**src/sv/rmfd_pkg.sv**
```systemverilog
// shared types, constants and register codes for the rfid manchester frame decoder
package rmfd_pkg;

  localparam int FRAME_BITS = 64;
  localparam int TIME_W = 16;
  localparam int RUN_W = 8;
  localparam int HELD_W = 7;
  localparam int FRAME_W = 64;
  localparam int CFG_IDX_W = 3;
  localparam int CFG_DATA_W = 16;
  localparam int IN_DATA_W = 32;
  localparam int OUT_DATA_W = 80;

  localparam logic [TIME_W-1:0] HIGH_MIN_RST = 16'd236;
  localparam logic [TIME_W-1:0] HIGH_SPLIT_RST = 16'd676;
  localparam logic [TIME_W-1:0] HIGH_MAX_RST = 16'd1192;
  localparam logic [TIME_W-1:0] GAP_MIN_RST = 16'd346;
  localparam logic [TIME_W-1:0] GAP_SPLIT_RST = 16'd786;
  localparam logic [TIME_W-1:0] GAP_MAX_RST = 16'd1300;
  localparam logic [RUN_W-1:0] HEADER_NEEDED_RST = 8'd9;
  localparam logic [RUN_W-1:0] RUN_SAT = 8'd255;

  typedef enum logic [CFG_IDX_W-1:0] {
    REG_HIGH_MIN = 3'd0,
    REG_HIGH_SPLIT = 3'd1,
    REG_HIGH_MAX = 3'd2,
    REG_GAP_MIN = 3'd3,
    REG_GAP_SPLIT = 3'd4,
    REG_GAP_MAX = 3'd5,
    REG_HEADER_NEEDED = 3'd6
  } cfg_reg_t;

  typedef enum logic [1:0] {
    CLS_NOISE = 2'd0,
    CLS_ONE = 2'd1,
    CLS_TWO = 2'd2
  } class_t;

  typedef struct packed {
    logic [TIME_W-1:0] lo;
    logic [TIME_W-1:0] split;
    logic [TIME_W-1:0] hi;
  } bounds_t;

endpackage

```
**src/sv/rmfd_classify.sv**
```systemverilog
// classes one pulse time as noise, one T or two T against a set of bounds
module rmfd_classify (
  input  logic [rmfd_pkg::TIME_W-1:0] tval,
  input  rmfd_pkg::bounds_t           bounds,
  output rmfd_pkg::class_t            cls
);

  always_comb begin
    if (tval < bounds.lo || tval > bounds.hi) begin
      cls = rmfd_pkg::CLS_NOISE;
    end else if (tval < bounds.split) begin
      cls = rmfd_pkg::CLS_ONE;
    end else begin
      cls = rmfd_pkg::CLS_TWO;
    end
  end

endmodule

```
**src/sv/rfid_manchester_frame_decoder_core.sv**
```systemverilog
// top level of the rfid manchester frame decoder: header hunt, half-symbol feed, frame output
//
// s_* channel: one pulse capture per transfer, period and high time in timer ticks.
// m_* channel: exactly one result per capture, in order; m_tlast flags the capture
//   that completed a frame, and only then does the frame field carry the bits.
// cfg_* channel: register writes, index 0..6, always ready; write only while idle.
// Path: an accepted capture lands in the input register, and its result is
//   registered in the output register once that is empty or being taken.
// Throughput: one capture per cycle while m_tready stays high; the decoder state
//   is updated in the same cycle the result register is loaded.
// Stall: while m_tready is low the result holds; the input register still takes
//   one more capture, then s_tready drops until the result is taken.
// Reset: rst clears both valid flags, the header run, data mode, the phase, the
//   bit count and the bit store, and loads the default bounds and header length.
module rfid_manchester_frame_decoder_core #(
  parameter int FRAME_BITS = rmfd_pkg::FRAME_BITS
) (
  input  logic                              clk,
  input  logic                              rst,
  input  logic                              s_tvalid,
  output logic                              s_tready,
  // period [15:0], high_time [31:16]
  input  logic [rmfd_pkg::IN_DATA_W-1:0]    s_tdata,
  output logic                              m_tvalid,
  input  logic                              m_tready,
  // high_class [1:0], low_class [3:2], start_seen [4], receiving [5],
  // bits_held [12:6], frame [76:13], zero [79:77]
  output logic [rmfd_pkg::OUT_DATA_W-1:0]   m_tdata,
  // frame_valid
  output logic                              m_tlast,
  input  logic                              cfg_valid,
  output logic                              cfg_ready,
  input  logic [rmfd_pkg::CFG_IDX_W-1:0]    cfg_index,
  input  logic [rmfd_pkg::CFG_DATA_W-1:0]   cfg_data
);

  localparam int CNT_W = $clog2(FRAME_BITS + 1);
  localparam logic [CNT_W-1:0] FULL = CNT_W'(FRAME_BITS);

  rmfd_pkg::bounds_t high_bounds;
  rmfd_pkg::bounds_t gap_bounds;
  logic [rmfd_pkg::RUN_W-1:0] header_needed;

  logic in_valid;
  logic [rmfd_pkg::TIME_W-1:0] in_period;
  logic [rmfd_pkg::TIME_W-1:0] in_high;
  logic advance;

  logic [rmfd_pkg::RUN_W-1:0] header_run, header_run_next;
  logic in_data, in_data_next;
  logic half_phase, half_phase_next;
  logic [CNT_W-1:0] bit_total, bit_total_next;
  logic [FRAME_BITS-1:0] bit_store, bit_store_next;

  logic [rmfd_pkg::TIME_W-1:0] low_time;
  rmfd_pkg::class_t hc_raw, lc_raw, hc, lc;
  logic start, done;
  logic [3:0] half_en;

  logic [rmfd_pkg::OUT_DATA_W-1:0] out_data_next;

  assign cfg_ready = 1'b1;

  always_ff @(posedge clk) begin
    if (rst) begin
      high_bounds <= '{rmfd_pkg::HIGH_MIN_RST, rmfd_pkg::HIGH_SPLIT_RST,
                       rmfd_pkg::HIGH_MAX_RST};
      gap_bounds <= '{rmfd_pkg::GAP_MIN_RST, rmfd_pkg::GAP_SPLIT_RST,
                      rmfd_pkg::GAP_MAX_RST};
      header_needed <= rmfd_pkg::HEADER_NEEDED_RST;
    end else if (cfg_valid && cfg_ready) begin
      case (cfg_index)
        rmfd_pkg::REG_HIGH_MIN:      high_bounds.lo <= cfg_data;
        rmfd_pkg::REG_HIGH_SPLIT:    high_bounds.split <= cfg_data;
        rmfd_pkg::REG_HIGH_MAX:      high_bounds.hi <= cfg_data;
        rmfd_pkg::REG_GAP_MIN:       gap_bounds.lo <= cfg_data;
        rmfd_pkg::REG_GAP_SPLIT:     gap_bounds.split <= cfg_data;
        rmfd_pkg::REG_GAP_MAX:       gap_bounds.hi <= cfg_data;
        rmfd_pkg::REG_HEADER_NEEDED: header_needed <= cfg_data[rmfd_pkg::RUN_W-1:0];
        default: ;
      endcase
    end
  end

  assign advance = in_valid && (!m_tvalid || m_tready);
  assign s_tready = !in_valid || advance;

  always_ff @(posedge clk) begin
    if (rst) begin
      in_valid <= 1'b0;
    end else if (s_tready) begin
      in_valid <= s_tvalid;
    end
  end

  always_ff @(posedge clk) begin
    if (s_tvalid && s_tready) begin
      in_period <= s_tdata[15:0];
      in_high <= s_tdata[31:16];
    end
  end

  assign low_time = in_period - in_high;

  rmfd_classify u_high_cls (
    .tval   (in_high),
    .bounds (high_bounds),
    .cls    (hc_raw)
  );

  rmfd_classify u_gap_cls (
    .tval   (low_time),
    .bounds (gap_bounds),
    .cls    (lc_raw)
  );

  always_comb begin
    header_run_next = header_run;
    in_data_next = in_data;
    half_phase_next = half_phase;
    bit_total_next = bit_total;
    bit_store_next = bit_store;
    start = 1'b0;
    done = 1'b0;
    hc = rmfd_pkg::CLS_NOISE;
    lc = rmfd_pkg::CLS_NOISE;
    half_en = 4'b0000;
    if (in_period != '0) begin
      hc = hc_raw;
      lc = lc_raw;
      if (hc == rmfd_pkg::CLS_TWO && lc == rmfd_pkg::CLS_ONE) begin
        header_run_next = rmfd_pkg::RUN_W'(1);
      end else if (hc == rmfd_pkg::CLS_ONE && lc == rmfd_pkg::CLS_ONE) begin
        if (header_run != rmfd_pkg::RUN_SAT) begin
          header_run_next = header_run + 1'b1;
        end
      end else if (hc == rmfd_pkg::CLS_ONE && lc == rmfd_pkg::CLS_TWO &&
                   header_run >= header_needed) begin
        header_run_next = '0;
        bit_store_next = '0;
        bit_total_next = '0;
        half_phase_next = 1'b0;
        in_data_next = 1'b1;
        start = 1'b1;
      end else begin
        header_run_next = '0;
      end
      if (in_data_next) begin
        if (hc == rmfd_pkg::CLS_NOISE || lc == rmfd_pkg::CLS_NOISE) begin
          in_data_next = 1'b0;
        end else begin
          half_en = {lc == rmfd_pkg::CLS_TWO, 1'b1, hc == rmfd_pkg::CLS_TWO, 1'b1};
        end
      end
    end
    // high halves first, then low halves; every second half is a bit
    for (int i = 0; i < 4; i++) begin
      if (half_en[i] && bit_total_next != FULL) begin
        if (!half_phase_next) begin
          half_phase_next = 1'b1;
        end else begin
          half_phase_next = 1'b0;
          bit_store_next = {bit_store_next[FRAME_BITS-2:0], i >= 2};
          bit_total_next = bit_total_next + 1'b1;
          if (bit_total_next == FULL) begin
            done = 1'b1;
          end
        end
      end
    end
  end

  always_comb begin
    out_data_next = '0;
    out_data_next[1:0] = hc;
    out_data_next[3:2] = lc;
    out_data_next[4] = start;
    out_data_next[5] = in_data_next;
    out_data_next[12:6] = rmfd_pkg::HELD_W'(bit_total_next);
    if (done) begin
      out_data_next[76:13] = rmfd_pkg::FRAME_W'(bit_store_next);
    end
  end

  always_ff @(posedge clk) begin
    if (rst) begin
      header_run <= '0;
      in_data <= 1'b0;
      half_phase <= 1'b0;
      bit_total <= '0;
      bit_store <= '0;
      m_tvalid <= 1'b0;
    end else begin
      if (advance) begin
        header_run <= header_run_next;
        in_data <= in_data_next;
        half_phase <= half_phase_next;
        bit_total <= bit_total_next;
        bit_store <= bit_store_next;
        m_tvalid <= 1'b1;
      end else if (m_tready) begin
        m_tvalid <= 1'b0;
      end
    end
  end

  always_ff @(posedge clk) begin
    if (advance) begin
      m_tdata <= out_data_next;
      m_tlast <= done;
    end
  end

  a_full_on_last: assert property (@(posedge clk) disable iff (rst)
    m_tvalid && m_tlast |-> m_tdata[12:6] == rmfd_pkg::HELD_W'(FRAME_BITS))
    else $error("frame flagged without a full bit count");

  a_frame_zero: assert property (@(posedge clk) disable iff (rst)
    m_tvalid && !m_tlast |-> m_tdata[76:13] == '0)
    else $error("frame field not zero on a non-final result");

  a_start_recv: assert property (@(posedge clk) disable iff (rst)
    m_tvalid && m_tdata[4] |-> m_tdata[5])
    else $error("start seen without data mode");

  a_count_bound: assert property (@(posedge clk) disable iff (rst)
    bit_total <= FULL)
    else $error("bit count beyond frame length");

endmodule

```
**config.mk**
```make
export PLATFORM = sky130hd
export DESIGN_NAME = rfid_manchester_frame_decoder_core
export DESIGN_NICKNAME = d
export VERILOG_FILES = /design/src/sv/rmfd_pkg.sv /design/src/sv/rmfd_classify.sv /design/src/sv/rfid_manchester_frame_decoder_core.sv
export SDC_FILE = /design/constraint.sdc
export NUM_CORES = 1
export LEC_CHECK = 0
export ABC_CLOCK_PERIOD_IN_PS = 14000
export BUFFER_PORTS_ARGS = -buffer_cell sky130_fd_sc_hd__buf_2
export CAP_MARGIN = 40
export CORE_AREA = 2 2 171 173
export CTS_BUF_LIST = sky130_fd_sc_hd__clkbuf_4
export CTS_CLUSTER_DIAMETER = 150
export DETAILED_ROUTE_END_ITERATION = 10
export DIE_AREA = 0 0 173 175
export HOLD_SLACK_MARGIN = 0.1
export PLACE_DENSITY = 0.82
export SETUP_SLACK_MARGIN = 0.1
export SLEW_MARGIN = 20
export SYNTH_ARGS = -nofsm -noshare
export SYNTH_HDL_FRONTEND = slang
export SYNTH_SLANG_ARGS = --single-unit
export TNS_END_PERCENT = 30
```
**constraint.sdc**
```tcl
create_clock -name clk -period 14 [get_ports clk]
set_input_delay 1.4 -clock clk [delete_from_list [all_inputs] [get_ports clk]]
set_output_delay 1.4 -clock clk [all_outputs]
set_load 0.02 [all_outputs]
```
After elaboration in Yosys (flattened, before gate mapping):

Index checks and enable logic that the tools add are counted.

* input bits: 56
* bits in registers: 297

* add/subtract/negate cells: 6
* equal/unequal tests: 20
* mux-type cells: 68
* reduce and logical (&&, ||, !) cells: 31
* bitwise logic cells: 1
* $lt $le $gt $ge: 7

Operator list (count)
* 64-bit 2-to-1 mux: 12
* 7-bit 2-to-1 mux: 12
* 16-bit < comparator: 4
* 1-bit 2-to-1 mux: 34
* 16-bit greater-than comparator: 2
* 7-bit by 1-bit adder with 7-bit output (second input constant): 4
* 7-bit == test (second input constant): 4
* 7-bit != test (second input constant): 4
* 8-bit 2-to-1 mux: 3
* 16-bit nonzero test: 1
* 16-bit subtractor: 1
* 2-bit AND reduction: 7
* 4-bit 2-to-1 mux: 3
* 1-bit logical AND: 10
* 3-bit == test (second input constant): 3
* 8-bit by 1-bit adder with 8-bit output (second input constant): 1
* 8-bit >= comparator: 1
* 2-bit 2-to-1 mux: 4
* 8-bit != test (second input constant): 1
* 3-bit by 2-bit == test with 1-bit output (second input constant): 2
* 1-bit logical OR: 5
* 2-bit by 1-bit == test with 1-bit output (second input constant): 2
* 2-bit == test (second input constant): 2
* 2-bit zero test: 2
* other kinds (8): 9

Logic depth before layout (Yosys ltp):

Gate-level depths: netlist (run 1).

* word-level depth: 26
* depth in mapped cells: 62

By module:

Synthesis (run 1) repeated with hierarchy kept, for this count alone.

* cells, all modules: 1908
* area, all modules: 16962.5 µm²

Modules (own cells, without submodules)
* rfid_manchester_frame_decoder_core: instances 1, cells each 1584, area an instance 14592.7 µm², seq. area each 7046.8 µm²
* rmfd_classify: instances 2, cells each 162, area an instance 1184.9 µm², seq. area each 0.0 µm²

Worst setup path before layout (run 1):

No wires, ideal clock.

* path type: reg-to-reg
* start: register in_high[1] in the netlist's numbering
* end: register m_tdata[55] in the netlist's numbering (data pin)
* clock period less this slack: 10601 ps
* path buffers: 6
* path slack: 3399 ps
* data required time: 13734 ps
* arrival time: 10335 ps
* cell stages (with the launch flop): 58
* library setup time: 266 ps
* path through: edfxtp_1 > inv_1 > ha_1 > nor2b_1 > o21ai_0 > a21boi_0 > o21ai_0 > a21boi_0 > o21ai_0 > a21boi_0 > o21ai_0 > a21boi_0 > o21ai_0 > a21boi_0 > o21ai_0 > nand2b_1 > a21o_1 > a21oi_1 > [... 22 more ...] > mux2i_1 > or4_4 > a21oi_2 > o211a_1 > a21o_1 > buf_2 > nand2_1 > xnor2_1 > inv_1 > ha_1 > inv_1 > a211o_1 > o311ai_2 > and4_1 > nor2_8 > mux2_2 > a221oi_1 > nor2_1

* cells in the longest elaborated chain, start to end: 26

Ends and longest elaborated chain
* start, declared: line rfid_manchester_frame_decoder_core.sv:46 `logic [rmfd_pkg::TIME_W-1:0] in_high;`
* start signal, assigned: line rfid_manchester_frame_decoder_core.sv:99 `in_high <= s_tdata[31:16];`
* branches (longest 26 deep; another with 16-bit subtractor)
* end signal, assigned: line rfid_manchester_frame_decoder_core.sv:209 `m_tdata <= out_data_next;`
* end, declared: line rfid_manchester_frame_decoder_core.sv:28 `output logic [rmfd_pkg::OUT_DATA_W-1:0] m_tdata,`

Parallel ways; which one is timed is not known. The select of a mux whose other input is x is not followed.
A chain may end at the register's enable or synchronous reset.

Worst setup path in the final report (run 1):

Same ends and word-level chain as after synthesis.

==> results of run 1 <==
[cells by family (layout without fill, tap and decap cells)]
group	Yosys count	after routing
muxes	47	47
and+or+nand+nor	717	718
DFF	297	297
adders and majority gates	125	125
buffers and inverters	257	444
other	2	8
AOI/OAI and AO/OA	578	578
xor gates and xnor gates	28	28
[critical path: cells and delay by family (launching register included)]
family	cells	cell delay, ns
DFF	1	0.47
AOI/OAI and AO/OA	19	3.80
and+or+nand+nor	17	4.50
adders and majority gates	5	1.18
xor gates and xnor gates	2	0.52
buffers and inverters	7	1.35
muxes	2	0.59
[power breakdown]
part	switching (mW)	total [mW]	internal, mW	leakage [nW]
Combinational	0.189	0.298	0.109	4.14
Sequential	0.0246	0.956	0.932	2.53
Clock	0.378	0.805	0.427	0.626
[Yosys cell counts (9+ instances only)]
cell / instances / area [µm²]
sky130_fd_sc_hd__a31oi_1: 31 / 193.9
sky130_fd_sc_hd__inv_1: 136 / 510.5
sky130_fd_sc_hd__nor3_2: 13 / 130.1
sky130_fd_sc_hd__o211ai_1: 35 / 262.8
sky130_fd_sc_hd__buf_2: 12 / 60.06
sky130_fd_sc_hd__a21oi_1: 244 / 1221
sky130_fd_sc_hd__and3_1: 11 / 68.82
sky130_fd_sc_hd__a211oi_1: 25 / 187.7
sky130_fd_sc_hd__a311oi_1: 25 / 219.0
sky130_fd_sc_hd__nor2b_1: 13 / 81.33
sky130_fd_sc_hd__buf_6: 9 / 101.4
sky130_fd_sc_hd__o21ai_0: 57 / 285.3
sky130_fd_sc_hd__a21o_1: 18 / 135.1
sky130_fd_sc_hd__nor3_1: 32 / 160.2
sky130_fd_sc_hd__nand4_1: 19 / 118.9
sky130_fd_sc_hd__nor2_1: 171 / 641.9
sky130_fd_sc_hd__dfxtp_1: 187 / 3744
sky130_fd_sc_hd__clkbuf_1: 80 / 300.3
sky130_fd_sc_hd__o21a_1: 9 / 67.56
sky130_fd_sc_hd__mux2_4: 10 / 150.1
sky130_fd_sc_hd__xnor2_1: 18 / 157.7
sky130_fd_sc_hd__a211oi_2: 13 / 162.7
sky130_fd_sc_hd__a22oi_1: 9 / 67.56
sky130_fd_sc_hd__edfxtp_1: 110 / 3303
sky130_fd_sc_hd__a22o_1: 25 / 219.0
sky130_fd_sc_hd__a21boi_0: 10 / 75.07
sky130_fd_sc_hd__and2_1: 9 / 56.30
sky130_fd_sc_hd__buf_1: 11 / 41.29
sky130_fd_sc_hd__ha_1: 124 / 1551
sky130_fd_sc_hd__mux2_2: 19 / 214.0
sky130_fd_sc_hd__nand2_1: 332 / 1246
sky130_fd_sc_hd__nand2b_1: 17 / 106.4
sky130_fd_sc_hd__nand3_1: 44 / 220.2
sky130_fd_sc_hd__mux2i_1: 14 / 140.1
[final cells by class]
cell class                      count  area [µm²]
Antenna cell                        4       10.01
Clock buffer                      118       885.9
Clock inverter                     28       183.9
Fill cell                        2324        8743
Inverter                          138       523.0
Multi-Input combinational cell   1500        9622
Sequential cell                   297        7047
Tap cell                          384       480.5
Timing Repair Buffer              160       897.1
[registers in the layout (all words and copies together), names as in the netlist]
signal / flops
m_tdata: 77
bit_store: 64
gap_bounds: 48
high_bounds: 48
in_high: 16
in_period: 16
header_needed: 8
header_run: 8
bit_total: 7
half_phase: 1
in_data: 1
in_valid: 1
m_tlast: 1
m_tvalid: 1
[path summary, 6_finish.rpt]
| check | endpoint | slack [ns] | depth (start not counted) |
|---|---|---|---|
| worst max-delay path | m_tdata[55]$_SDFFCE_PN0P_ | 1.26 | 52 |
| worst min register to register | header_needed[5]$_SDFFE_PP0P_ | 0.45 | 2 |
| worst min-delay path | header_needed[5]$_SDFFE_PP0P_ | 0.45 | 2 |
| worst max register to register | m_tdata[55]$_SDFFCE_PN0P_ | 1.26 | 52 |
[per-stage QoR]
stage	hold WS, ns	setup WS [ns]	std cells
final	0.4521	1.261	2629
after global routing	0.4748	0.1621	2629
after CTS	0.4538	1.088	2624
after detailed placement	0.4465	1.163	2478
after global placement	0.4422	1.773	2474
after floorplan	0.4363	3.399	2053
[metal layers]
metal | global-route usage (%) | vias to the layer above | wire, µm
li1 | - | 7653 | -
met1 | 40.17 | 7598 | 19600
met2 | 49.10 | 696 | 21610
met3 | 5.135 | 139 | 3812
met4 | 13.59 | 0 | 1529
met5 | 0 | - | 0
[cell usage in the layout (no fill, tap or decap), drive strengths merged, types with 7 or more instances in the layout]
master	n
a211oi	38
a21boi	10
a21o	18
a21oi	249
a22o	26
a22oi	9
a311oi	25
a31oi	31
and2	10
and3	13
buf	160
clkbuf	118
clkinv	24
dfxtp	187
edfxtp	110
ha	124
inv	139
mux2	32
mux2i	15
nand2	334
nand2b	17
nand3	45
nand4	19
nor2	176
nor2b	13
nor3	48
nor3b	7
nor4	9
o211ai	38
o21a	9
o21ai	64
xnor2	20
xor2	8
==> metrics.txt, run 1 <==
# TYPE chip_impl_metric gauge
chip_impl_metric{name="grt_antenna_before_repair",unit=""} 4
chip_impl_info{name="ctsRootBufferMaster",value="sky130_fd_sc_hd__clkbuf_4"} 1
chip_impl_metric{name="period_minus_slack",unit="ns"} 12.74
chip_impl_info{name="worstSetupPathType",value="reg2reg"} 1
chip_impl_metric{name="post_synthesis_simple_gate_area_fraction",unit="%"} 18.78
chip_impl_metric{name="io_buffers",unit=""} 135
chip_impl_metric{name="xor_xnor_cell_area_share_of_the_yosys_netlist",unit="%"} 1.470
chip_impl_metric{name="synth_seq_area_share",unit="%"} 39.82
chip_impl_metric{name="synth-seq-cells",unit=""} 297
chip_impl_metric{name="cts-buffers-inserted",unit=""} 80
chip_impl_metric{name="post-cts-setup-buffer-count",unit=""} 0
chip_impl_metric{name="synth_area",unit="µm²"} 17700
chip_impl_info{name="critical_path.startpoint",value="in_high[1]$_DFFE_PP_"} 1
chip_impl_metric{name="required",unit="ns"} 14.44
chip_impl_info{name="timing.hold.worst.start",value="header_needed[5]$_SDFFE_PP0P_"} 1
chip_impl_metric{name="die_area",unit="µm²"} 30280
chip_impl_metric{name="report.power.total",unit="mW"} 2.059
chip_impl_metric{name="post_detailed_route_drc_marker_count",unit=""} 0
chip_impl_metric{name="worst_path_largest_cell_delay",unit="ns"} 0.51
chip_impl_metric{name="detail_route.wl_per_cell",unit="µm"} 17.71
chip_impl_metric{name="die_h",unit="µm"} 175
chip_impl_info{name="worstSetupStartpointType",value="flip-flop"} 1
chip_impl_metric{name="final_nets",unit=""} 2358
chip_impl_metric{name="globalplace.congestion",unit=""} 0.9667
chip_impl_info{name="path_common_cell",value="sky130_fd_sc_hd__o21ai_0"} 1
chip_impl_metric{name="i_o_pin_count",unit=""} 140
chip_impl_metric{name="routed_wirelength",unit="µm"} 46550
chip_impl_metric{name="power-per-cell-area",unit="nW/µm²"} 104.8
chip_impl_metric{name="cts_repair_resize_count",unit=""} 0
chip_impl_metric{name="vias",unit=""} 16090
chip_impl_metric{name="grt_overflow_total",unit=""} 0
chip_impl_metric{name="post_cts_hold_buffer_count",unit=""} 0
chip_impl_info{name="timing.critical_path.to_type",value="flip-flop"} 1
chip_impl_metric{name="clk_transition_reported_paths",unit="ns"} 0.06
chip_impl_metric{name="dr.pass1.iters",unit=""} 5
chip_impl_metric{name="post_synth_fa_ha_maj_area_fraction",unit="%"} 8.879
chip_impl_metric{name="layout.cell_area.non_filler",unit="µm²"} 19650
chip_impl_metric{name="finish.utilization",unit="%"} 69.21
chip_impl_info{name="status",value="complete, no violations"} 1
chip_impl_metric{name="cts.path.max_buffers",unit=""} 3
chip_impl_metric{name="synth.yosys.warnings",unit=""} 0
chip_impl_metric{name="starting_density_of_the_core",unit="%"} 62.33
chip_impl_metric{name="finalHoldViolCount",unit=""} 0
chip_impl_metric{name="timing.critical_path.arrival",unit="ns"} 13.18
chip_impl_info{name="ys_dominant_reg_cell",value="sky130_fd_sc_hd__dfxtp_1"} 1
chip_impl_metric{name="final_layout_size_suffix_gt1_share",unit="%"} 17.58
chip_impl_metric{name="cts.sink_count",unit=""} 297
chip_impl_metric{name="synthArstFlopShare",unit="%"} 0
chip_impl_metric{name="cts-htree-levels",unit=""} 3
chip_impl_metric{name="core",unit="µm²"} 28390
chip_impl_info{name="r2r-start",value="in_high[1]$_DFFE_PP_"} 1
chip_impl_metric{name="synthToLayoutAreaGrowth",unit="%"} 11.02
chip_impl_metric{name="die-width",unit="µm"} 173
chip_impl_metric{name="syn-instance-count",unit=""} 2051
chip_impl_metric{name="final.period_utilization",unit="%"} 90.99
chip_impl_metric{name="crit_path_max_fanout",unit=""} 50
chip_impl_metric{name="max_slew.worst_pin.slew",unit="ns"} 0.8747
chip_impl_metric{name="ys_types",unit=""} 103
chip_impl_metric{name="dpl.hpwl",unit="µm"} 32070
chip_impl_info{name="timing.hold.worst.class",value="reg2reg"} 1
chip_impl_metric{name="synthesis.area_per_instance",unit="µm²"} 8.629
chip_impl_metric{name="muxShareOfSynthArea",unit="%"} 3.167
chip_impl_metric{name="maxCapViolCount",unit=""} 0
chip_impl_metric{name="gr-usage-all-layers",unit="%"} 30.37
chip_impl_metric{name="grt_pass1_wl",unit="µm"} 76060
chip_impl_metric{name="grt_pass1_vias",unit=""} 15570
chip_impl_metric{name="placed_cell_area",unit="µm²"} 18550
chip_impl_metric{name="peakVddDrop",unit="mV"} 0.08998
chip_impl_metric{name="synth_compound_gate_area_share",unit="%"} 21.78
chip_impl_metric{name="antenna_left",unit=""} 0
chip_impl_metric{name="maxSlewViolCount",unit=""} 0
chip_impl_metric{name="grt_max_degree",unit=""} 75
chip_impl_info{name="rsz_0062_raised_after_global_routing",value="false"} 1
chip_impl_info{name="tritoncts",value="yes"} 1
chip_impl_metric{name="fin_setup_tns",unit="ns"} 0
chip_impl_metric{name="clock.fmax",unit="MHz"} 78.50
chip_impl_metric{name="synth_edf_count",unit=""} 110
chip_impl_metric{name="routed_via_density",unit=""} 6.119
chip_impl_info{name="dominant_combinational_cell_family_by_area_after_synthesis",value="compound AO/OA/AOI/OAI gates"} 1
chip_impl_metric{name="skew",unit="ns"} 0.06068
chip_impl_metric{name="setup_viol",unit=""} 0
chip_impl_metric{name="detail_route.iter0.violations",unit=""} 1446
chip_impl_metric{name="clock_latency_reported_for_the_late_side_of_the_worst_skew_pair",unit="ns"} 0.74
chip_impl_metric{name="power.leakage",unit="nW"} 7.290
chip_impl_info{name="worst_path_max_delay_cell",value="sky130_fd_sc_hd__buf_4"} 1
chip_impl_metric{name="timing.max_slew.rel_slack",unit="%"} 41.07
chip_impl_metric{name="row_count",unit=""} 62
Power figures use the tool's default switching activity.
==> run 2: changes to the inputs <==
Settings changed: ABC_CLOCK_PERIOD_IN_PS 14000 to 12900, PLACE_DENSITY 0.82 to default, PLACE_DENSITY_LB_ADDON from default to 0.2, SETUP_SLACK_MARGIN 0.1 to default.
Clock period 14 ns to 12.9 ns, I/O delays scaled along.
==> run 2 against run 1 <==
Cell count is 0.19% higher. Core utilization grew 0.22 points. Clock power grew 3.4%. Hold slack better by 0.0012 ns. Highest routed layer unchanged.
==> metrics.txt, run 2 (synthesis gave the netlist of run 1 again) <==
# TYPE chip_impl_metric gauge
chip_impl_info{name="status",value="complete, no violations"} 1
chip_impl_metric{name="cts.sink_count",unit=""} 297
chip_impl_metric{name="skew",unit="ns"} 0.03596
chip_impl_metric{name="grt_max_degree",unit=""} 77
chip_impl_info{name="final_common_cell",value="sky130_fd_sc_hd__nand2_1"} 1
chip_impl_info{name="timing.critical_path.to_type",value="flip-flop"} 1
chip_impl_info{name="ctsRootBufferMaster",value="sky130_fd_sc_hd__clkbuf_4"} 1
chip_impl_metric{name="required",unit="ns"} 13.33
chip_impl_metric{name="worst_path_largest_cell_delay",unit="ns"} 0.58
chip_impl_metric{name="row_count",unit=""} 62
chip_impl_metric{name="largest_register_ff_count",unit=""} 77
chip_impl_metric{name="gr-usage-all-layers",unit="%"} 30.41
chip_impl_metric{name="grt_pass1_vias",unit=""} 15210
chip_impl_metric{name="final_nets",unit=""} 2369
chip_impl_metric{name="crit_path_max_fanout",unit=""} 30
chip_impl_metric{name="power-per-cell-area",unit="nW/µm²"} 111.4
chip_impl_metric{name="die_area",unit="µm²"} 30280
chip_impl_metric{name="clock.fmax",unit="MHz"} 83.63
chip_impl_info{name="top_register",value="m_tdata"} 1
chip_impl_metric{name="dr.pass1.iters",unit=""} 6
chip_impl_metric{name="synthToLayoutAreaGrowth",unit="%"} 11.38
chip_impl_metric{name="die_h",unit="µm"} 175
chip_impl_metric{name="fin_setup_tns",unit="ns"} 0
chip_impl_info{name="tritoncts",value="yes"} 1
chip_impl_metric{name="post-place-ws",unit="ns"} 0.6341
chip_impl_metric{name="finalHoldViolCount",unit=""} 0
chip_impl_metric{name="dpl.hpwl",unit="µm"} 32520
chip_impl_metric{name="grt_overflow_total",unit=""} 0
chip_impl_info{name="worstSetupPathType",value="reg2reg"} 1
chip_impl_metric{name="power.leakage",unit="nW"} 7.326
chip_impl_info{name="reg.largest.list",value="m_tdata (77), bit_store (64)"} 1
chip_impl_metric{name="layout.cell_area.non_filler",unit="µm²"} 19710
chip_impl_metric{name="io_buffers",unit=""} 135
chip_impl_metric{name="starting_density_of_the_core",unit="%"} 62.33
chip_impl_info{name="path_common_cell",value="sky130_fd_sc_hd__o21ai_0"} 1
chip_impl_metric{name="grt_pass1_wl",unit="µm"} 75680
chip_impl_metric{name="detail_route.wl_per_cell",unit="µm"} 18.04
chip_impl_metric{name="routed_wirelength",unit="µm"} 47520
chip_impl_metric{name="routed_via_density",unit=""} 6.114
chip_impl_metric{name="clk_transition_reported_paths",unit="ns"} 0.07
chip_impl_metric{name="final_critical_path_setup_slack",unit="ns"} 0.9420
chip_impl_metric{name="max_slew.worst_pin.slew",unit="ns"} 0.8429
chip_impl_metric{name="core",unit="µm²"} 28390
chip_impl_metric{name="final.period_utilization",unit="%"} 92.70
chip_impl_metric{name="setup_viol",unit=""} 0
chip_impl_metric{name="antenna_left",unit=""} 0
chip_impl_metric{name="hold_ws",unit="ns"} 0.4533
chip_impl_metric{name="grt_antenna_before_repair",unit=""} 4
chip_impl_info{name="worstSetupStartpointType",value="flip-flop"} 1
chip_impl_metric{name="i_o_pin_count",unit=""} 140
chip_impl_metric{name="cts-htree-levels",unit=""} 3
chip_impl_metric{name="maxSlewViolCount",unit=""} 0
chip_impl_metric{name="post_cts_hold_buffer_count",unit=""} 0
chip_impl_metric{name="final_layout_size_suffix_gt1_share",unit="%"} 18.08
chip_impl_metric{name="die-width",unit="µm"} 173
chip_impl_metric{name="numPlacedInstances",unit=""} 2480
chip_impl_metric{name="timing.critical_path.arrival",unit="ns"} 12.39
chip_impl_metric{name="peakVddDrop",unit="mV"} 0.07783
chip_impl_metric{name="cts.path.max_buffers",unit=""} 3
chip_impl_metric{name="timing.max_slew.rel_slack",unit="%"} 43.81
chip_impl_metric{name="vias",unit=""} 16110
chip_impl_metric{name="detail_route.iter0.violations",unit=""} 1576
chip_impl_info{name="worst_path_max_delay_cell",value="sky130_fd_sc_hd__and4_1"} 1
chip_impl_metric{name="final-instance-count-excl-fill",unit=""} 2634
chip_impl_info{name="final_cell_mix",value="sky130_fd_sc_hd__nand2_1 (330), sky130_fd_sc_hd__a21oi_1 (243), sky130_fd_sc_hd__dfxtp_1 (187)"} 1
chip_impl_metric{name="post_detailed_route_drc_marker_count",unit=""} 0
chip_impl_metric{name="globalplace.congestion",unit=""} 0.9423
chip_impl_metric{name="period_minus_slack",unit="ns"} 11.96
chip_impl_metric{name="placed_cell_area",unit="µm²"} 18580
chip_impl_metric{name="maxCapViolCount",unit=""} 0
chip_impl_metric{name="clock_latency_reported_for_the_late_side_of_the_worst_skew_pair",unit="ns"} 0.71
chip_impl_info{name="timing.hold.worst.class",value="reg2reg"} 1
chip_impl_metric{name="cts-buffers-inserted",unit=""} 78
[run 2: changes by cell type in the layout (fill, tap and decap cells not counted), moves of 2 or more]
cell,change
sky130_fd_sc_hd__clkbuf_4,-3
sky130_fd_sc_hd__buf_4,+12
sky130_fd_sc_hd__buf_6,-2
sky130_fd_sc_hd__clkinv_1,-4
sky130_fd_sc_hd__inv_2,+2
[run 2: layout make-up]
type,count,area [µm²]
Antenna cell,4,10.01
Sequential cell,297,7047
Multi-Input combinational cell,1501,9648
Timing Repair Buffer,172,1007
Clock inverter,23,132.6
Inverter,138,523.0
Tap cell,384,480.5
Clock buffer,115,863.3
Fill cell,2318,8681
[run 2: timing repair]
action,4_1_cts,5_1_grt
setup buffers,0,10
gates resized for setup,0,4
setup endpoints to repair,0,118
[run 2: per-stage QoR]
step                      total power [mW]  util (%)
after floorplan                      1.282         -
after global placement               1.361     65.19
after detailed placement             1.374     65.43
after CTS                            2.207     68.94
after global routing                 2.304     69.43
final                                2.196     69.43
[run 2: path summary, 6_finish.rpt]
kind / from / end / slack (ns) / cells after the start
worst max register to register: in_high[1]$_DFFE_PP_ / m_tdata[76]$_SDFFCE_PN0P_ / 0.94 / 52
worst min-delay path: header_needed[6]$_SDFFE_PP0P_ / header_needed[6]$_SDFFE_PP0P_ / 0.45 / 2
worst min register to register: header_needed[6]$_SDFFE_PP0P_ / header_needed[6]$_SDFFE_PP0P_ / 0.45 / 2
worst max-delay path: in_high[1]$_DFFE_PP_ / m_tdata[76]$_SDFFCE_PN0P_ / 0.94 / 52
[run 2: layer usage]
metal / vias to the layer above / GRT usage [%] / wire (µm)
li1: 7677 / - / -
met1: 7571 / 40.76 / 20510
met2: 744 / 49.20 / 21740
met3: 113 / 5.940 / 4079
met4: 0 / 10.84 / 1194
met5: - / 0 / 0
[run 2: worst max-delay path, delay by kind of cell, from the launching register on]
kind | cells | cell delay [ns]
simple gates | 16 | 4.26
xor+xnor | 2 | 0.34
mux | 1 | 0.18
fa+ha+maj | 5 | 1.11
flops | 1 | 0.48
compound gates | 23 | 4.72
buf+inv | 5 | 0.54
[run 2: power breakdown]
part | total [mW] | leakage (nW) | switching (mW) | internal, mW
registers | 1.04 | 2.53 | 0.0266 | 1.01
logic | 0.326 | 4.21 | 0.206 | 0.120
clock network | 0.832 | 0.592 | 0.402 | 0.430
==> run 3: changes to the inputs <==
Settings changed: ABC_AREA from default to 1, CORE_AREA 2 2 171 173 to 2 2 179 181, DIE_AREA 0 0 173 175 to 0 0 181 183.
==> run 3 against run 2 <==
Sequential power is essentially flat. Global-route usage shrank 1.5 points. Clock skew grew 0.0075 ns. Combinational power grew 46%. Sequential share of layout area shrank 2.4 points. Synthesized cell count grew 38%. Total power grew 7.9%. Largest cell class unchanged. Worst setup slack gained 2.1 ns. Cell count grew 29%. Count of clock-buffer cells in the layout grew 1. Highest routed layer unchanged. Routed wire length shrank 0.30%.
==> metrics.txt, run 3 <==
# TYPE chip_impl_metric gauge
chip_impl_metric{name="syn-instance-count",unit=""} 2834
chip_impl_metric{name="clock.fmax",unit="MHz"} 101.9
chip_impl_info{name="timing.hold.worst.class",value="reg2reg"} 1
chip_impl_metric{name="timing.critical_path.arrival",unit="ns"} 10.40
chip_impl_info{name="rsz_0062_raised_after_global_routing",value="false"} 1
chip_impl_info{name="final_cell_mix",value="sky130_fd_sc_hd__nand2_1 (854), sky130_fd_sc_hd__inv_1 (393), sky130_fd_sc_hd__nor2_1 (252)"} 1
chip_impl_info{name="worstSetupPathType",value="reg2reg"} 1
chip_impl_metric{name="detail_route.wl_per_cell",unit="µm"} 13.94
chip_impl_metric{name="numPlacedInstances",unit=""} 3260
chip_impl_metric{name="period_minus_slack",unit="ns"} 9.817
chip_impl_metric{name="globalplace.congestion",unit=""} 0.9074
chip_impl_metric{name="placed_cell_area",unit="µm²"} 20100
chip_impl_metric{name="finish.utilization",unit="%"} 67.70
chip_impl_metric{name="clock_latency_reported_for_the_late_side_of_the_worst_skew_pair",unit="ns"} 0.75
chip_impl_metric{name="power.leakage",unit="nW"} 10.18
chip_impl_metric{name="post-cts-setup-buffer-count",unit=""} 0
chip_impl_metric{name="i_o_pin_count",unit=""} 140
chip_impl_info{name="status",value="complete, no violations"} 1
chip_impl_metric{name="ys_types",unit=""} 46
chip_impl_info{name="worst_path_max_delay_cell",value="sky130_fd_sc_hd__buf_4"} 1
chip_impl_info{name="path_common_cell",value="sky130_fd_sc_hd__a21oi_1"} 1
chip_impl_metric{name="max_slew.worst_pin.slew",unit="ns"} 0.8470
chip_impl_metric{name="synthToLayoutAreaGrowth",unit="%"} 9.309
chip_impl_info{name="ctsRootBufferMaster",value="sky130_fd_sc_hd__clkbuf_4"} 1
chip_impl_metric{name="final.period_utilization",unit="%"} 76.10
chip_impl_metric{name="post_cts_hold_buffer_count",unit=""} 0
chip_impl_metric{name="core",unit="µm²"} 31230
chip_impl_metric{name="dpl.hpwl",unit="µm"} 32660
chip_impl_metric{name="grt_antenna_before_repair",unit=""} 1
chip_impl_info{name="ys_dominant_reg_cell",value="sky130_fd_sc_hd__dfxtp_1"} 1
chip_impl_metric{name="fin_setup_tns",unit="ns"} 0
chip_impl_metric{name="final-instance-count-excl-fill",unit=""} 3400
chip_impl_info{name="critical_path.reg2reg.endpoint",value="m_tdata[36]$_SDFFCE_PN0P_"} 1
chip_impl_metric{name="final_nets",unit=""} 3120
chip_impl_metric{name="grt_overflow_total",unit=""} 0
chip_impl_metric{name="layout.cell_area.non_filler",unit="µm²"} 21140
chip_impl_metric{name="synthesis.area_per_instance",unit="µm²"} 6.825
chip_impl_metric{name="synth_seq_area_share",unit="%"} 36.43
chip_impl_metric{name="largest_register_ff_count",unit=""} 77
chip_impl_metric{name="maxSlewViolCount",unit=""} 0
chip_impl_metric{name="synthArstFlopShare",unit="%"} 0
chip_impl_metric{name="grt_max_degree",unit=""} 85
chip_impl_metric{name="power-per-cell-area",unit="nW/µm²"} 112.0
chip_impl_info{name="worstSetupStartpointType",value="flip-flop"} 1
chip_impl_info{name="worstSetupEndpoint",value="m_tdata[36]$_SDFFCE_PN0P_"} 1
chip_impl_metric{name="post_detailed_route_drc_marker_count",unit=""} 0
chip_impl_info{name="reg.largest.list",value="m_tdata (77), bit_store (64)"} 1
chip_impl_metric{name="maxCapViolCount",unit=""} 0
chip_impl_metric{name="synth-seq-cells",unit=""} 297
chip_impl_info{name="r2r-start",value="in_high[2]$_DFFE_PP_"} 1
chip_impl_metric{name="reg2reg_slack",unit="ns"} 3.08
chip_impl_metric{name="routed_wirelength",unit="µm"} 47380
chip_impl_metric{name="cts_repair_resize_count",unit=""} 0
chip_impl_metric{name="cts-htree-levels",unit=""} 3
chip_impl_metric{name="final_layout_size_suffix_gt1_share",unit="%"} 13.21
chip_impl_metric{name="clk_transition_reported_paths",unit="ns"} 0.07
chip_impl_metric{name="row_count",unit=""} 65
chip_impl_metric{name="grt_pass1_vias",unit=""} 16740
chip_impl_info{name="final_common_cell",value="sky130_fd_sc_hd__nand2_1"} 1
chip_impl_info{name="synth_most_common_cell",value="sky130_fd_sc_hd__nand2_1"} 1
chip_impl_metric{name="die_h",unit="µm"} 183
chip_impl_metric{name="holdPathStages",unit=""} 2
chip_impl_metric{name="die-width",unit="µm"} 181
chip_impl_metric{name="cts.path.max_buffers",unit=""} 3
chip_impl_info{name="top_register",value="m_tdata"} 1
chip_impl_metric{name="vias",unit=""} 18010
chip_impl_metric{name="final_critical_path_setup_slack",unit="ns"} 3.083
chip_impl_metric{name="setup_viol",unit=""} 0
chip_impl_metric{name="crit_path_max_fanout",unit=""} 76
chip_impl_metric{name="peakVddDrop",unit="mV"} 0.08647
chip_impl_metric{name="gr-usage-all-layers",unit="%"} 28.89
chip_impl_info{name="yosys-top-cells-area",value="sky130_fd_sc_hd__dfxtp_1 (19%), sky130_fd_sc_hd__edfxtp_1 (17%), sky130_fd_sc_hd__nand2_1 (17%)"} 1
chip_impl_metric{name="cts.sink_count",unit=""} 297
chip_impl_metric{name="dr.pass1.iters",unit=""} 6
chip_impl_metric{name="starting_density_of_the_core",unit="%"} 61.94
chip_impl_info{name="timing.critical_path.to_type",value="flip-flop"} 1
chip_impl_metric{name="synth_area",unit="µm²"} 19340
chip_impl_metric{name="timing.max_slew.rel_slack",unit="%"} 43.54
chip_impl_metric{name="skew",unit="ns"} 0.04347
chip_impl_metric{name="routed_via_density",unit=""} 5.298
chip_impl_metric{name="synth.yosys.warnings",unit=""} 0
chip_impl_info{name="ys_top_cells_by_count",value="sky130_fd_sc_hd__nand2_1 (858), sky130_fd_sc_hd__inv_1 (397), sky130_fd_sc_hd__nor2_1 (252)"} 1
chip_impl_metric{name="netlist.area_leader.share",unit="%"} 19.35
chip_impl_metric{name="worst_path_largest_cell_delay",unit="ns"} 0.62
chip_impl_info{name="tritoncts",value="yes"} 1
chip_impl_info{name="critical_path.startpoint",value="in_high[2]$_DFFE_PP_"} 1
chip_impl_metric{name="io_buffers",unit=""} 135
chip_impl_metric{name="worst-r2r-cell-count",unit=""} 55
chip_impl_metric{name="post-place-ws",unit="ns"} 3.134
chip_impl_info{name="synthDominantAreaCellType",value="sky130_fd_sc_hd__dfxtp_1"} 1
chip_impl_metric{name="antenna_left",unit=""} 0
chip_impl_metric{name="finalHoldViolCount",unit=""} 0
chip_impl_metric{name="detail_route.iter0.violations",unit=""} 1424
chip_impl_metric{name="synth_edf_count",unit=""} 110
chip_impl_metric{name="required",unit="ns"} 13.49
chip_impl_metric{name="cts-buffers-inserted",unit=""} 78
chip_impl_metric{name="die_area",unit="µm²"} 33120
chip_impl_metric{name="grt_pass1_wl",unit="µm"} 79340
## run 3: changes by cell type after synthesis, sizes merged, moves of 35 or more
cell | previous run | this run
nand2 | 334 | 882
nor3 | 48 | 10
a211oi | 38 | 3
o21ai | 64 | 281
nor2 | 175 | 261
nand3 | 45 | 86
inv | 137 | 410
## run 3: logic make-up (layout without fill, tap and decap cells)
| group | count (synthesis) | count (layout) | synth area share (%) |
|---|---|---|---|
| simple gates | 1273 | 1273 | 26.78 |
| compound gates | 574 | 574 | 16.48 |
| buf+inv | 544 | 705 | 11.28 |
| flops | 297 | 297 | 36.43 |
| fa+ha+maj | 125 | 125 | 8.125 |
| xor+xnor | 19 | 19 | 0.8603 |
| other cells | 2 | 5 | 0.03883 |
## run 3: power by group
group          internal [mW]  total, mW  switching, mW  leakage, nW
Sequential              1.02       1.05         0.0272         2.56
Clock                  0.451      0.846          0.395        0.603
Combinational          0.159      0.476          0.317         7.01
Total                   1.63       2.37          0.739         10.2
## run 3: how the worst min path moves through the flow
stage,startpoint,to
after global placement,gap_bounds[37]$_SDFFE_PP0P_,gap_bounds[37]$_SDFFE_PP0P_
after global routing,high_bounds[17]$_SDFFE_PP0P_,high_bounds[17]$_SDFFE_PP0P_
final,high_bounds[20]$_SDFFE_PP0P_,high_bounds[20]$_SDFFE_PP0P_
after floorplan,gap_bounds[11]$_SDFFE_PP0P_,gap_bounds[11]$_SDFFE_PP0P_
after detailed placement,high_bounds[1]$_SDFFE_PP0P_,high_bounds[1]$_SDFFE_PP0P_
after CTS,high_bounds[1]$_SDFFE_PP0P_,high_bounds[1]$_SDFFE_PP0P_
## run 3: per-layer routing
layer  routed length (µm)  vias up  track usage, %  share of wire, %
li1                     -     9281               -                 -
met1                20590     8122           36.94                43
met2                22990      530           50.28                49
met3                 2794       80           4.071               5.9
met4                 1008        0           10.08               2.1
met5                    0        -               0                 0
## run 3: cell type report
| cell class | instances | area (µm²) |
|---|---|---|
| well taps | 402 | 503.0 |
| inverters | 411 | 1549 |
| repair buffers | 156 | 878.3 |
| diodes | 1 | 2.502 |
| clock buffers | 116 | 870.8 |
| clock inverters | 22 | 146.4 |
| fillers | 2740 | 10090 |
| multi-input cells | 1995 | 10150 |
| flip-flops and latches | 297 | 7047 |
## run 3: worst max-delay path, delay by kind of cell, from the launching register on
kind	cells	cell delay (ns)
buffers and inverters	8	1.83
AO/OA/AOI/OAI	15	2.22
AND/OR/NAND/NOR	27	3.75
XOR/XNOR	1	0.28
flip-flops	1	0.41
adder cells (fa/ha/maj)	4	1.08
## run 3: metrics by stage
stage | total power, mW | hold slack [ns]
after detailed placement | 1.537 | 0.4518
after global routing | 2.514 | 0.4848
after global placement | 1.524 | 0.4463
after floorplan | 1.418 | 0.4353
after CTS | 2.387 | 0.4610
final | 2.369 | 0.4590
